File: config.mk
export PLATFORM = sky130hd
export DESIGN_NAME = halfband_fir_decimator_unit
export DESIGN_NICKNAME = d
export VERILOG_FILES = /design/src/design/hbfd_pkg.sv /design/src/design/hbfd_tap_cell.sv /design/src/design/hbfd_pair_cell.sv /design/src/design/hbfd_mac.sv /design/src/design/halfband_fir_decimator_unit.sv
export SDC_FILE = /design/constraint.sdc
export NUM_CORES = 2
export LEC_CHECK = 0
export ABC_AREA = 1
export BUFFER_PORTS_ARGS = -buffer_cell sky130_fd_sc_hd__buf_2
export CAP_MARGIN = 0
export CORE_MARGIN = 5
export CORE_UTILIZATION = 50
export CTS_BUF_LIST = sky130_fd_sc_hd__clkbuf_16
export CTS_CLUSTER_SIZE = 40
export DETAILED_ROUTE_END_ITERATION = 10
export PLACE_DENSITY = 0.69
export SLEW_MARGIN = 15
export SYNTH_ARGS = -nofsm -noshare
export SYNTH_HDL_FRONTEND = slang
export SYNTH_SLANG_ARGS = --single-unit
File: constraint.sdc
create_clock -name clk -period 19.1 [get_ports clk]
set_clock_uncertainty 0.2 [all_clocks]
set_input_delay 1.91 -clock clk [delete_from_list [all_inputs] [get_ports clk]]
set_output_delay 1.91 -clock clk [all_outputs]
set_load 0.1 [all_outputs]
File: src/design/hbfd_pkg.sv
package hbfd_pkg;

    // Default configuration
    localparam int TAPS_DEF         = 51;
    localparam int SAMPLE_WIDTH_DEF = 16;
    localparam int COEF_WIDTH_DEF   = 18;

    // Fixed width of the coefficient slot field
    localparam int CIDX_W = 4;

    // Item kinds carried on s_tuser
    typedef enum logic [1:0] {
        KIND_EMIT = 2'd0,
        KIND_PUSH = 2'd1,
        KIND_LOAD = 2'd2,
        KIND_NONE = 2'd3
    } kind_t;

    // Sequencer states
    typedef enum logic [2:0] {
        ST_IDLE,
        ST_LOAD,
        ST_RUN,
        ST_DRAIN,
        ST_DONE
    } state_t;

    // Controls from the sequencer to the multiply-accumulate unit
    typedef struct packed {
        logic clear;
        logic mul_en;
    } mac_ctrl_t;

endpackage

File: src/design/hbfd_tap_cell.sv
module hbfd_tap_cell #(
    parameter int W = 16
) (
    input  logic                clk,
    input  logic                rst_n,
    input  logic                shift,
    input  logic signed [W-1:0] din,
    output logic signed [W-1:0] q
);

    logic signed [W-1:0] q_reg;

    // Take din on every push: the neighbor's sample, or the new sample at the top
    always_ff @(posedge clk or negedge rst_n)
    begin
        if (!rst_n)
        begin
            q_reg <= '0;
        end
        else if (shift)
        begin
            q_reg <= din;
        end
    end

    assign q = q_reg;

endmodule

File: src/design/hbfd_pair_cell.sv
module hbfd_pair_cell #(
    parameter int W = 17
) (
    input  logic                clk,
    input  logic                load,
    input  logic                shift,
    input  logic signed [W-1:0] load_val,
    input  logic signed [W-1:0] nbr,
    output logic signed [W-1:0] q
);

    logic signed [W-1:0] q_reg;

    // Capture the folded pair, then pass it toward the multiplier
    always_ff @(posedge clk)
    begin
        priority if (load)
        begin
            q_reg <= load_val;
        end
        else if (shift)
        begin
            q_reg <= nbr;
        end
    end

    assign q = q_reg;

endmodule

File: src/design/hbfd_mac.sv
module hbfd_mac #(
    parameter int SW = 16,
    parameter int CW = 18,
    parameter int PW = 17,
    parameter int AW = 40
) (
    input  logic                 clk,
    input  logic                 rst_n,
    input  hbfd_pkg::mac_ctrl_t  ctrl,
    input  logic signed [PW-1:0] head,
    input  logic signed [CW-1:0] coef,
    output logic signed [SW-1:0] filtered
);
    import hbfd_pkg::*;

    localparam int PRW = PW + CW;
    localparam logic signed [AW-1:0] HALF   = AW'(1) << (CW - 2);
    localparam logic signed [AW-1:0] SAT_HI = {{(AW-SW+1){1'b0}}, {(SW-1){1'b1}}};
    localparam logic signed [AW-1:0] SAT_LO = {{(AW-SW+1){1'b1}}, {(SW-1){1'b0}}};

    logic signed [PRW-1:0] prod_reg;
    logic signed [PRW-1:0] prod_next;
    logic                  prod_vld_reg;
    logic signed [AW-1:0]  acc_reg;
    logic signed [AW-1:0]  biased;
    logic signed [AW-1:0]  shifted;

    // Multiply the head pair by its coefficient
    assign prod_next = head * coef;

    always_ff @(posedge clk)
    begin
        if (ctrl.mul_en)
        begin
            prod_reg <= prod_next;
        end
    end

    always_ff @(posedge clk or negedge rst_n)
    begin
        if (!rst_n)
        begin
            prod_vld_reg <= 1'b0;
        end
        else
        begin
            prod_vld_reg <= ctrl.mul_en;
        end
    end

    // Accumulate at full precision
    always_ff @(posedge clk)
    begin
        priority if (ctrl.clear)
        begin
            acc_reg <= '0;
        end
        else if (prod_vld_reg)
        begin
            acc_reg <= acc_reg + AW'(prod_reg);
        end
    end

    // Round to nearest, ties upward, then clamp to the sample range
    always_comb
    begin
        biased  = acc_reg + HALF;
        shifted = biased >>> (CW - 1);
        priority if (shifted > SAT_HI)
        begin
            filtered = SAT_HI[SW-1:0];
        end
        else if (shifted < SAT_LO)
        begin
            filtered = SAT_LO[SW-1:0];
        end
        else
        begin
            filtered = shifted[SW-1:0];
        end
    end

endmodule

File: src/design/halfband_fir_decimator_unit.sv
// Half-band FIR decimator. Each s_tuser kind selects one transaction type:
// push-and-emit, push-only (use every other one for decimation by two), or
// a coefficient load into slot coef_index (the last slot is the center tap;
// slots past the table are dropped, kind 3 is dropped). Push-only, load and
// dropped items are handled in ST_IDLE alone. A push-and-emit item is
// accepted in ST_IDLE, folds the mirror pairs into the pair cells in ST_LOAD,
// walks the pair chain past the single shared multiplier through every unique
// coefficient in ST_RUN, drains the product register in ST_DRAIN, and rounds
// and writes the output register in ST_DONE. A waiting result does not block
// the next input, but a later push-and-emit holds in ST_DONE until the
// waiting result is taken. Coefficients and delay line reset to zero.
module halfband_fir_decimator_unit #(
    parameter int TAPS         = hbfd_pkg::TAPS_DEF,
    parameter int SAMPLE_WIDTH = hbfd_pkg::SAMPLE_WIDTH_DEF,
    parameter int COEF_WIDTH   = hbfd_pkg::COEF_WIDTH_DEF
) (
    input  logic clk,
    input  logic rst_n,
    input  logic s_tvalid,
    output logic s_tready,
    // s_tdata: sample, coef_index, coef_value, zero fill
    input  logic [((SAMPLE_WIDTH+hbfd_pkg::CIDX_W+COEF_WIDTH+7)/8)*8-1:0] s_tdata,
    // s_tuser: kind
    input  logic [1:0] s_tuser,
    output logic m_tvalid,
    input  logic m_tready,
    // m_tdata: filtered, zero fill
    output logic [((SAMPLE_WIDTH+7)/8)*8-1:0] m_tdata
);
    import hbfd_pkg::*;

    localparam int SW     = SAMPLE_WIDTH;
    localparam int CW     = COEF_WIDTH;
    localparam int PW     = SW + 1;
    localparam int CENTER = (TAPS - 1) / 2;
    localparam int NUNIQ  = (CENTER + 1) / 2 + 1;
    localparam int KW     = $clog2(NUNIQ);
    localparam int AW     = PW + CW + KW + 1;
    localparam int OW     = ((SW + 7) / 8) * 8;
    localparam int IDX_LO = SW;
    localparam int VAL_LO = SW + CIDX_W;

    state_t    state_reg, state_next;
    logic [KW-1:0] cnt_reg, cnt_next;
    mac_ctrl_t mac_ctrl;
    logic      pair_load;
    logic      pair_shift;
    logic      out_load;

    logic                 accept;
    kind_t                kind;
    logic signed [SW-1:0] in_sample;
    logic [CIDX_W-1:0]    in_idx;
    logic signed [CW-1:0] in_coef;
    logic                 push;
    logic                 coef_we;
    logic [KW-1:0]        coef_waddr;

    logic signed [SW-1:0] tap_q    [TAPS];
    logic signed [PW-1:0] pair_val [NUNIQ];
    logic signed [PW-1:0] pair_q   [NUNIQ];
    logic signed [CW-1:0] coef_tab_reg [NUNIQ];
    logic signed [CW-1:0] coef_rd;
    logic signed [SW-1:0] filtered;

    logic          out_valid_reg;
    logic [SW-1:0] out_data_reg;

    // Decode the input transaction
    assign accept    = s_tvalid && s_tready;
    assign kind      = kind_t'(s_tuser);
    assign in_sample = s_tdata[SW-1:0];
    assign in_idx    = s_tdata[IDX_LO +: CIDX_W];
    assign in_coef   = s_tdata[VAL_LO +: CW];
    assign coef_waddr = KW'(in_idx);

    always_comb
    begin
        push    = 1'b0;
        coef_we = 1'b0;
        unique case (kind)
            KIND_EMIT: push = accept;
            KIND_PUSH: push = accept;
            KIND_LOAD: coef_we = accept && (32'(in_idx) < NUNIQ);
            KIND_NONE: push = 1'b0;
        endcase
    end

    // Delay line: newest sample enters at the top, index 0 is the oldest
    genvar gi;
    generate
        for (gi = 0; gi < TAPS; gi++)
        begin : g_tap
            logic signed [SW-1:0] din;
            if (gi == TAPS - 1)
            begin : g_top
                assign din = in_sample;
            end
            else
            begin : g_mid
                assign din = tap_q[gi+1];
            end
            hbfd_tap_cell #(.W(SW)) u_tap (
                .clk   (clk),
                .rst_n (rst_n),
                .shift (push),
                .din   (din),
                .q     (tap_q[gi])
            );
        end
    endgenerate

    // Pair cells: folded mirror sums, center tap in the last cell
    generate
        for (gi = 0; gi < NUNIQ; gi++)
        begin : g_pair
            logic signed [PW-1:0] nbr;
            if (gi == NUNIQ - 1)
            begin : g_ctr
                assign pair_val[gi] = PW'(tap_q[CENTER]);
                assign nbr          = '0;
            end
            else
            begin : g_fold
                assign pair_val[gi] = PW'(tap_q[2*gi]) + PW'(tap_q[TAPS-1-2*gi]);
                assign nbr          = pair_q[gi+1];
            end
            hbfd_pair_cell #(.W(PW)) u_pair (
                .clk      (clk),
                .load     (pair_load),
                .shift    (pair_shift),
                .load_val (pair_val[gi]),
                .nbr      (nbr),
                .q        (pair_q[gi])
            );
        end
    endgenerate

    // Coefficient table
    always_ff @(posedge clk or negedge rst_n)
    begin
        if (!rst_n)
        begin
            for (int i = 0; i < NUNIQ; i++)
            begin
                coef_tab_reg[i] <= '0;
            end
        end
        else if (coef_we)
        begin
            coef_tab_reg[coef_waddr] <= in_coef;
        end
    end

    assign coef_rd = coef_tab_reg[cnt_reg];

    hbfd_mac #(
        .SW (SW),
        .CW (CW),
        .PW (PW),
        .AW (AW)
    ) u_mac (
        .clk      (clk),
        .rst_n    (rst_n),
        .ctrl     (mac_ctrl),
        .head     (pair_q[0]),
        .coef     (coef_rd),
        .filtered (filtered)
    );

    // Sequencer state
    always_ff @(posedge clk or negedge rst_n)
    begin
        if (!rst_n)
        begin
            state_reg <= ST_IDLE;
            cnt_reg   <= '0;
        end
        else
        begin
            state_reg <= state_next;
            cnt_reg   <= cnt_next;
        end
    end

    // Next state and controls
    always_comb
    begin
        state_next     = state_reg;
        cnt_next       = cnt_reg;
        mac_ctrl       = '0;
        pair_load      = 1'b0;
        pair_shift     = 1'b0;
        out_load       = 1'b0;
        s_tready       = 1'b0;
        unique case (state_reg)
            ST_IDLE:
            begin
                s_tready = 1'b1;
                if (accept && kind == KIND_EMIT)
                begin
                    state_next = ST_LOAD;
                end
            end
            ST_LOAD:
            begin
                pair_load      = 1'b1;
                mac_ctrl.clear = 1'b1;
                cnt_next       = '0;
                state_next     = ST_RUN;
            end
            ST_RUN:
            begin
                mac_ctrl.mul_en = 1'b1;
                pair_shift      = 1'b1;
                cnt_next        = cnt_reg + 1'b1;
                if (cnt_reg == KW'(NUNIQ - 1))
                begin
                    cnt_next   = '0;
                    state_next = ST_DRAIN;
                end
            end
            ST_DRAIN:
            begin
                state_next = ST_DONE;
            end
            ST_DONE:
            begin
                if (!out_valid_reg || m_tready)
                begin
                    out_load   = 1'b1;
                    state_next = ST_IDLE;
                end
            end
            default:
            begin
                state_next = ST_IDLE;
            end
        endcase
    end

    // Output register
    always_ff @(posedge clk or negedge rst_n)
    begin
        if (!rst_n)
        begin
            out_valid_reg <= 1'b0;
        end
        else if (out_load)
        begin
            out_valid_reg <= 1'b1;
        end
        else if (m_tready)
        begin
            out_valid_reg <= 1'b0;
        end
    end

    always_ff @(posedge clk)
    begin
        if (out_load)
        begin
            out_data_reg <= filtered;
        end
    end

    assign m_tvalid = out_valid_reg;
    assign m_tdata  = OW'(out_data_reg);

    // Push-and-emit starts the fold on the next cycle
    a_emit_starts: assert property (@(posedge clk) disable iff (!rst_n)
        (accept && kind == KIND_EMIT) |=> state_reg == ST_LOAD)
        else $error("emit transaction did not start the filter pass");

    // Coefficient counter stays inside the table during the pass
    a_cnt_range: assert property (@(posedge clk) disable iff (!rst_n)
        state_reg == ST_RUN |-> 32'(cnt_reg) < NUNIQ)
        else $error("coefficient counter out of range");

    // A new result appears only at the end of a filter pass
    a_result_src: assert property (@(posedge clk) disable iff (!rst_n)
        $rose(out_valid_reg) |-> $past(state_reg) == ST_DONE)
        else $error("result appeared outside a filter pass");

    // A waiting result is never overwritten
    a_no_overwrite: assert property (@(posedge clk) disable iff (!rst_n)
        (out_valid_reg && !m_tready) |-> !out_load)
        else $error("pending result overwritten");

endmodule
# Word-level counts from Yosys, hierarchy flattened
# Index checks and enable logic that the tools add are counted.
[word_totals]
regBits = 1406
in_bits = 46
[op_classes]
add_sub_neg = 16
n_mul = 1
magnitude_cmp = 6
eq_ne = 10
mux = 50
bitwise_logic = 2
reduce_logical = 13
[op_table]
columns = ["cell", "count"]
rows = [
  ["$mux W17", 28],
  ["$bwmux W252", 1],
  ["$add A16 B16 Y17", 13],
  ["$bmux W18 S4", 1],
  ["$demux W18 S4", 1],
  ["$mux W18", 3],
  ["$add A40 B18 Y40 const B", 1],
  ["$add A40 B35 Y40", 1],
  ["$mul A17 B18 Y35", 1],
  ["$gt A23 B16 Y1 const B", 1],
  ["$lt A23 B16 Y1 const B", 1],
  ["$mux W16", 1],
  ["$pmux W3 S5", 1],
  ["$ge A5 B5 Y1 const B", 2],
  ["$not A4 Y5", 2],
  ["$mux W1", 9],
  ["$mux W3", 3],
  ["$pmux W4 S2", 1],
  ["$eq A3 B2 Y1 const B", 2],
  ["$ne A2 B2 Y1 const B", 3],
  ["$reduce_bool A2 Y1", 3],
  ["$lt A5 B1 Y1 const B", 1],
  ["$add A4 B1 Y4 const B", 1],
  ["$eq A4 B4 Y1 const B", 1],
  ["other kinds (13)", 16],
]

# Depth between registers and ports, before layout
[logic_depth]
word_depth = 6
depth_mapped = 35
depth_no_buf = 33

# By module
# A second synthesis with hierarchy kept.
[hier_totals]
hier_cells = 11120
area_unflattened_um2 = 87280.0
[modules_own_cells]
columns = ["module", "instances", "cells_each", "area_each_um2", "seq_area_each_um2"]
rows = [
  ["hbfd_tap_cell", 51, 68, 644.4, 400.4],
  ["halfband_fir_decimator_unit", 1, 4080, 25369.3, 6986.7],
  ["hbfd_mac", 1, 2550, 18240.0, 1876.8],
  ["hbfd_pair_cell", 14, 73, 772.0, 510.5],
]

# Least setup slack after synthesis
# No wires, ideal clock.
[synth_timing]
path_type = "reg-to-reg"
start = "register state_reg[2]"
end = "register cnt_reg[3]"
setup_time_ns = 0.606
arrival_time_ns = 12.250
required_ns = 18.294
setup_slack_ns = 6.043
path_stages_with_launch = 7
n_path_buf = 0
synth_period_minus_slack_ns = 13.057
path_cell_list = "dfrtp_1 -> inv_1 -> nand2_1 -> o21ai_1 -> nand3_1 -> xor2_1 -> a21oi_1"
[synth_via]
elab_chain_cells = 2
elab_cells_between_ends = 4
classes_between = "eq/ne (2); mux (1); reduce/logical (1)"
[synth_rtl]
columns = ["item", "line", "text"]
rows = [
  ["from (decl)", "halfband_fir_decimator_unit.sv:43", "state_t state_reg, state_next;"],
  ["from (signal assigned)", "halfband_fir_decimator_unit.sv:181", "state_reg <= state_next;"],
  ["$eq A3 B2 Y1 / $eq A3 B1 Y1 (equally long branches)", "halfband_fir_decimator_unit.sv:196", "unique case (state_reg)"],
  ["$pmux W4 S2 / $reduce_bool A2 Y1 (equally long branches)", "-", ""],
  ["to (signal assigned)", "halfband_fir_decimator_unit.sv:182", "cnt_reg <= cnt_next;"],
  ["to (decl)", "halfband_fir_decimator_unit.sv:44", "logic [KW-1:0] cnt_reg, cnt_next;"],
]
# Parallel ways exist; a longest one is shown, timed or not.
# A chain may end at the register's enable or synchronous reset.

# Worst setup path in the final report
[layout_timing]
start = "register cnt_reg[0]"
end = "register u_mac.prod_reg[21] (data pin)"
[layout_via]
elab_chain_cells = 5
[layout_rtl]
columns = ["item", "line", "text"]
rows = [
  ["$not A4 Y5 (not written as such)", "halfband_fir_decimator_unit.sv:155", "assign coef_rd = coef_tab_reg[cnt_reg];"],
  ["$bmux W18 S4", "halfband_fir_decimator_unit.sv:155", ""],
  ["$mux W18 (not written as such) (2 in series)", "halfband_fir_decimator_unit.sv:155", ""],
  ["$mul A17 B18 Y35", "hbfd_mac.sv:29", "assign prod_next = head * coef;"],
  ["via u_mac.prod_next[21]", "hbfd_mac.sv:22", "logic signed [PRW-1:0] prod_next;"],
  ["to (signal assigned)", "hbfd_mac.sv:35", "prod_reg <= prod_next;"],
  ["to (decl)", "hbfd_mac.sv:21", "logic signed [PRW-1:0] prod_reg;"],
]
# The timed path passes the listed nets, and every way through them passes these cells. The select of a mux whose other input is x is not followed.

==> run_results.csv <==
group,metric,value,unit
status,status,"complete, no violations",
clock_tree,cts_hold_buf,0,
logic_synthesis,syn-num-nets,9969,
sta,rsz0062_at_grt,"no",
critical_path,cp_max_fo,82,
critical_path,r2r_start,"cnt_reg[0]",
critical_path,cp-startpoint,"cnt_reg[0]",
critical_path,reg2reg_depth,25,
critical_path,worstPathArrival,9.26,ns
logic_synthesis,yosys_warnings,0,
sta,relSlewSlack,24.8,%
clock_tree,cts_setup_buffers,0,
place,dp_hpwl,138000,microns
logic_synthesis,netlist.area_leader.share,34.3,%
logic_synthesis,synth.area.mux_share,0,%
sta,fin_tns_setup,0,ns
routing,first_pass_iters,6,
routing,via_count,61695,
sta,setup_viol,0,
floorplan,die_x,406,microns
logic_synthesis,synth_compound_area_share,13.2,%
finish,layout_commonest_cell,"nand2_1",
logic_synthesis,synth_top_family_by_area,"simple AND/OR/NAND/NOR gates",
worst_hold_path,worstHoldPathType,"flop to flop",
clock_tree,postCtsResizedCells,0,
grt,grt_pass1_wl,328000,microns
finish,drive_gt1_share,4.27,%
routing,viasPerCell,5.44,
sta,period_minus_slack,9.01,ns
grt,grt-ovfl-total,0,
critical_path,worstSetupStartpointType,"flop",
critical_path,worstPathRequired,19.35,ns
critical_path,r2r_slack,10.09,ns
floorplan,io_pins,64,
sta,layout_worst_path_cycle_share,47.2,%
logic_synthesis,synth-simple-area-share,17.4,%
sta,finalHoldViolations,0,
finish,antenna_cells,0,
finish,area_growth,9.05,%
flow_run,drv_cap,0,
clock_tree,htree_levels,4,
clock_tree,insertion_delay,0.79,ns
clock_tree,cts_tree,"done",
logic_synthesis,ys_ff_latch,1405,
floorplan,core_area,156000,sq um
floorplan,die_area,165000,sq um
routing,postRouteAntennaNets,0,
routing,drc_errors,0,
sta,drv_slew,0,
grt,antenna_found_initial,1,
finish,largest_reg_flops,816,
logic_synthesis,syn-cell-area,78600,sq um
clock_tree,cts_max_path_buffers,3,
logic_synthesis,synthAdderAreaFrac,13.6,%
critical_path,setup.worst_path.end,"u_mac.prod_reg[21]",
routing,routedWlPerCell,17.7,microns
grt,grt_pass1_vias,61647,
grt,grt_usage,24.6,%
sta,tightest_slew,1.12,ns
critical_path,worstSetupEndpointType,"flop",
critical_path,path_class,"flop to flop",
clock_tree,cts_buffers,155,
logic_synthesis,synth.distinct_cells,43,
logic_synthesis,syn_inst,9261,
clock_tree,clockRootBuffer,"clkbuf_16",
logic_synthesis,synth_edf_count,288,
logic_synthesis,synth.largest_area_cell,"dfrtp_1",
place,portBuffers,61,
sta,fmax,111,MHz
logic_synthesis,async_reset_ff_share,76.7,%
routing,routed_wl,201000,microns
logic_synthesis,syn_area_per_cell,8.48,sq um
logic_synthesis,ys_seq_area_share,46.3,%
logic_synthesis,synthTopCellsByArea,"dfrtp_1 34%, nand2_1 12%, edfxtp_1 11%",
finish,nets,9864,
clock_tree,cts_sinks,1405,
finish,layout_common_cells,"2,421 x nand2_1, 1,413 x o21ai_0, 1,244 x inv_1",
place,place.gp.congestion,0.935,
logic_synthesis,synth_xor_xnor_area_share,1.67,%
critical_path,timing.rr.end,"u_mac.prod_reg[21]",
routing,dr.first_iter.drc_count,5659,
floorplan,initial_core_util,50.3,%
clock_tree,clk_pin_slew_worst_paths,0.06,ns
floorplan,num_rows,145,
floorplan,fp.dieH,406,microns
logic_synthesis,synth-main-ff-cell,"dfrtp_1",
grt,grt_max_degree,253,
## layer usage
metal,part of all wire (%),global-route usage (%),up-vias
li1,-,-,29508
met1,44,34.4,30138
met2,47,40.5,1739
met3,6.1,3.52,310
met4,2.6,6.85,0
met5,0,0,-
## worst max-delay path: stages (launching register included)
cell and delay, ns:
dfrtp_4 0.48, clkinv_2 0.48, buf_4 0.81, o21ai_0 0.18, o22ai_1 0.20, nand2_1 0.07, o211ai_1 0.12, nand2_1 0.45
inv_1 0.47, nand2_1 0.14, fa_1 0.55, fa_1 0.54, fa_1 0.52, inv_1 0.06, fa_1 0.49, fa_1 0.51
inv_1 0.06, fa_1 0.53, inv_1 0.06, ha_1 0.36, a21oi_1 0.33, o21ai_0 0.23, a21oi_1 0.20, o21ai_0 0.23
a21oi_1 0.24, xnor2_1 0.14
## cell usage after synthesis (19+ instances only)
cell type,n
xor2_1,89
o221ai_1,23
dfrtp_1,1077
a21boi_0,23
clkbuf_1,334
o21ai_0,1413
nor2_1,662
or2_2,30
dfxtp_1,40
nand4_1,40
inv_1,1210
xnor2_1,61
o21ai_1,35
o21bai_1,27
fa_1,325
nand2_1,2421
a31oi_1,47
nand3_1,251
buf_2,36
o22ai_1,30
ha_1,337
nor3_1,46
a21o_1,28
o31ai_1,24
o211ai_1,19
edfxtp_1,288
a21oi_1,284
## kinds of logic (layout without fill, tap and decap cells)
kind of cell,count (synthesis),after routing
AO/OA/AOI/OAI,1970,1970
XOR/XNOR,150,150
adder cells (fa/ha/maj),662,662
buffers and inverters,1608,1637
flip-flops,1405,1405
AND/OR/NAND/NOR,3466,3466
## layout make-up
cell class,instances,area (sq um)
clock buffers,160,4000
clock inverters,131,1110
fillers,14205,70500
inverters,1225,4610
multi-input cells,6248,36100
flip-flops and latches,1405,36400
well taps,2058,2570
repair buffers,121,841
## worst min path at each step
stage | startpoint | endpoint | slack [ns] | cells after the start
3_5_place_dp | g_tap[21].u_tap.q[0] | g_tap[20].u_tap.q[0] | 0.27 | 2
6_report | g_tap[3].u_tap.q[1] | g_tap[2].u_tap.q[1] | 0.28 | 2
4_1_cts | g_tap[17].u_tap.q[0] | g_tap[16].u_tap.q[0] | 0.28 | 2
3_3_place_gp | g_tap[25].u_tap.q[2] | g_tap[24].u_tap.q[2] | 0.26 | 2
5_1_grt | coef_tab_reg[173] | coef_tab_reg[173] | 0.29 | 2
2_1_floorplan | coef_tab_reg[10] | coef_tab_reg[10] | 0.25 | 2
## stage by stage
stage               cell area (sq um)  setup slack (ns)  hold slack (ns)  utilization, %  cells
floorplan                       78600              6.04            0.248               -   9261
global placement                80500             10.28            0.260            51.5  11056
detailed placement              80500             10.25            0.266            51.5  11056
CTS                             85600             10.19            0.280            54.8  11347
global route                    85700              9.52            0.295            54.8  11348
finish                          85700             10.09            0.276            54.8  11348
Power is left out: the tool's default activity adds up to more than one toggle a clock period on the data nets, which glitch-free logic cannot reach.
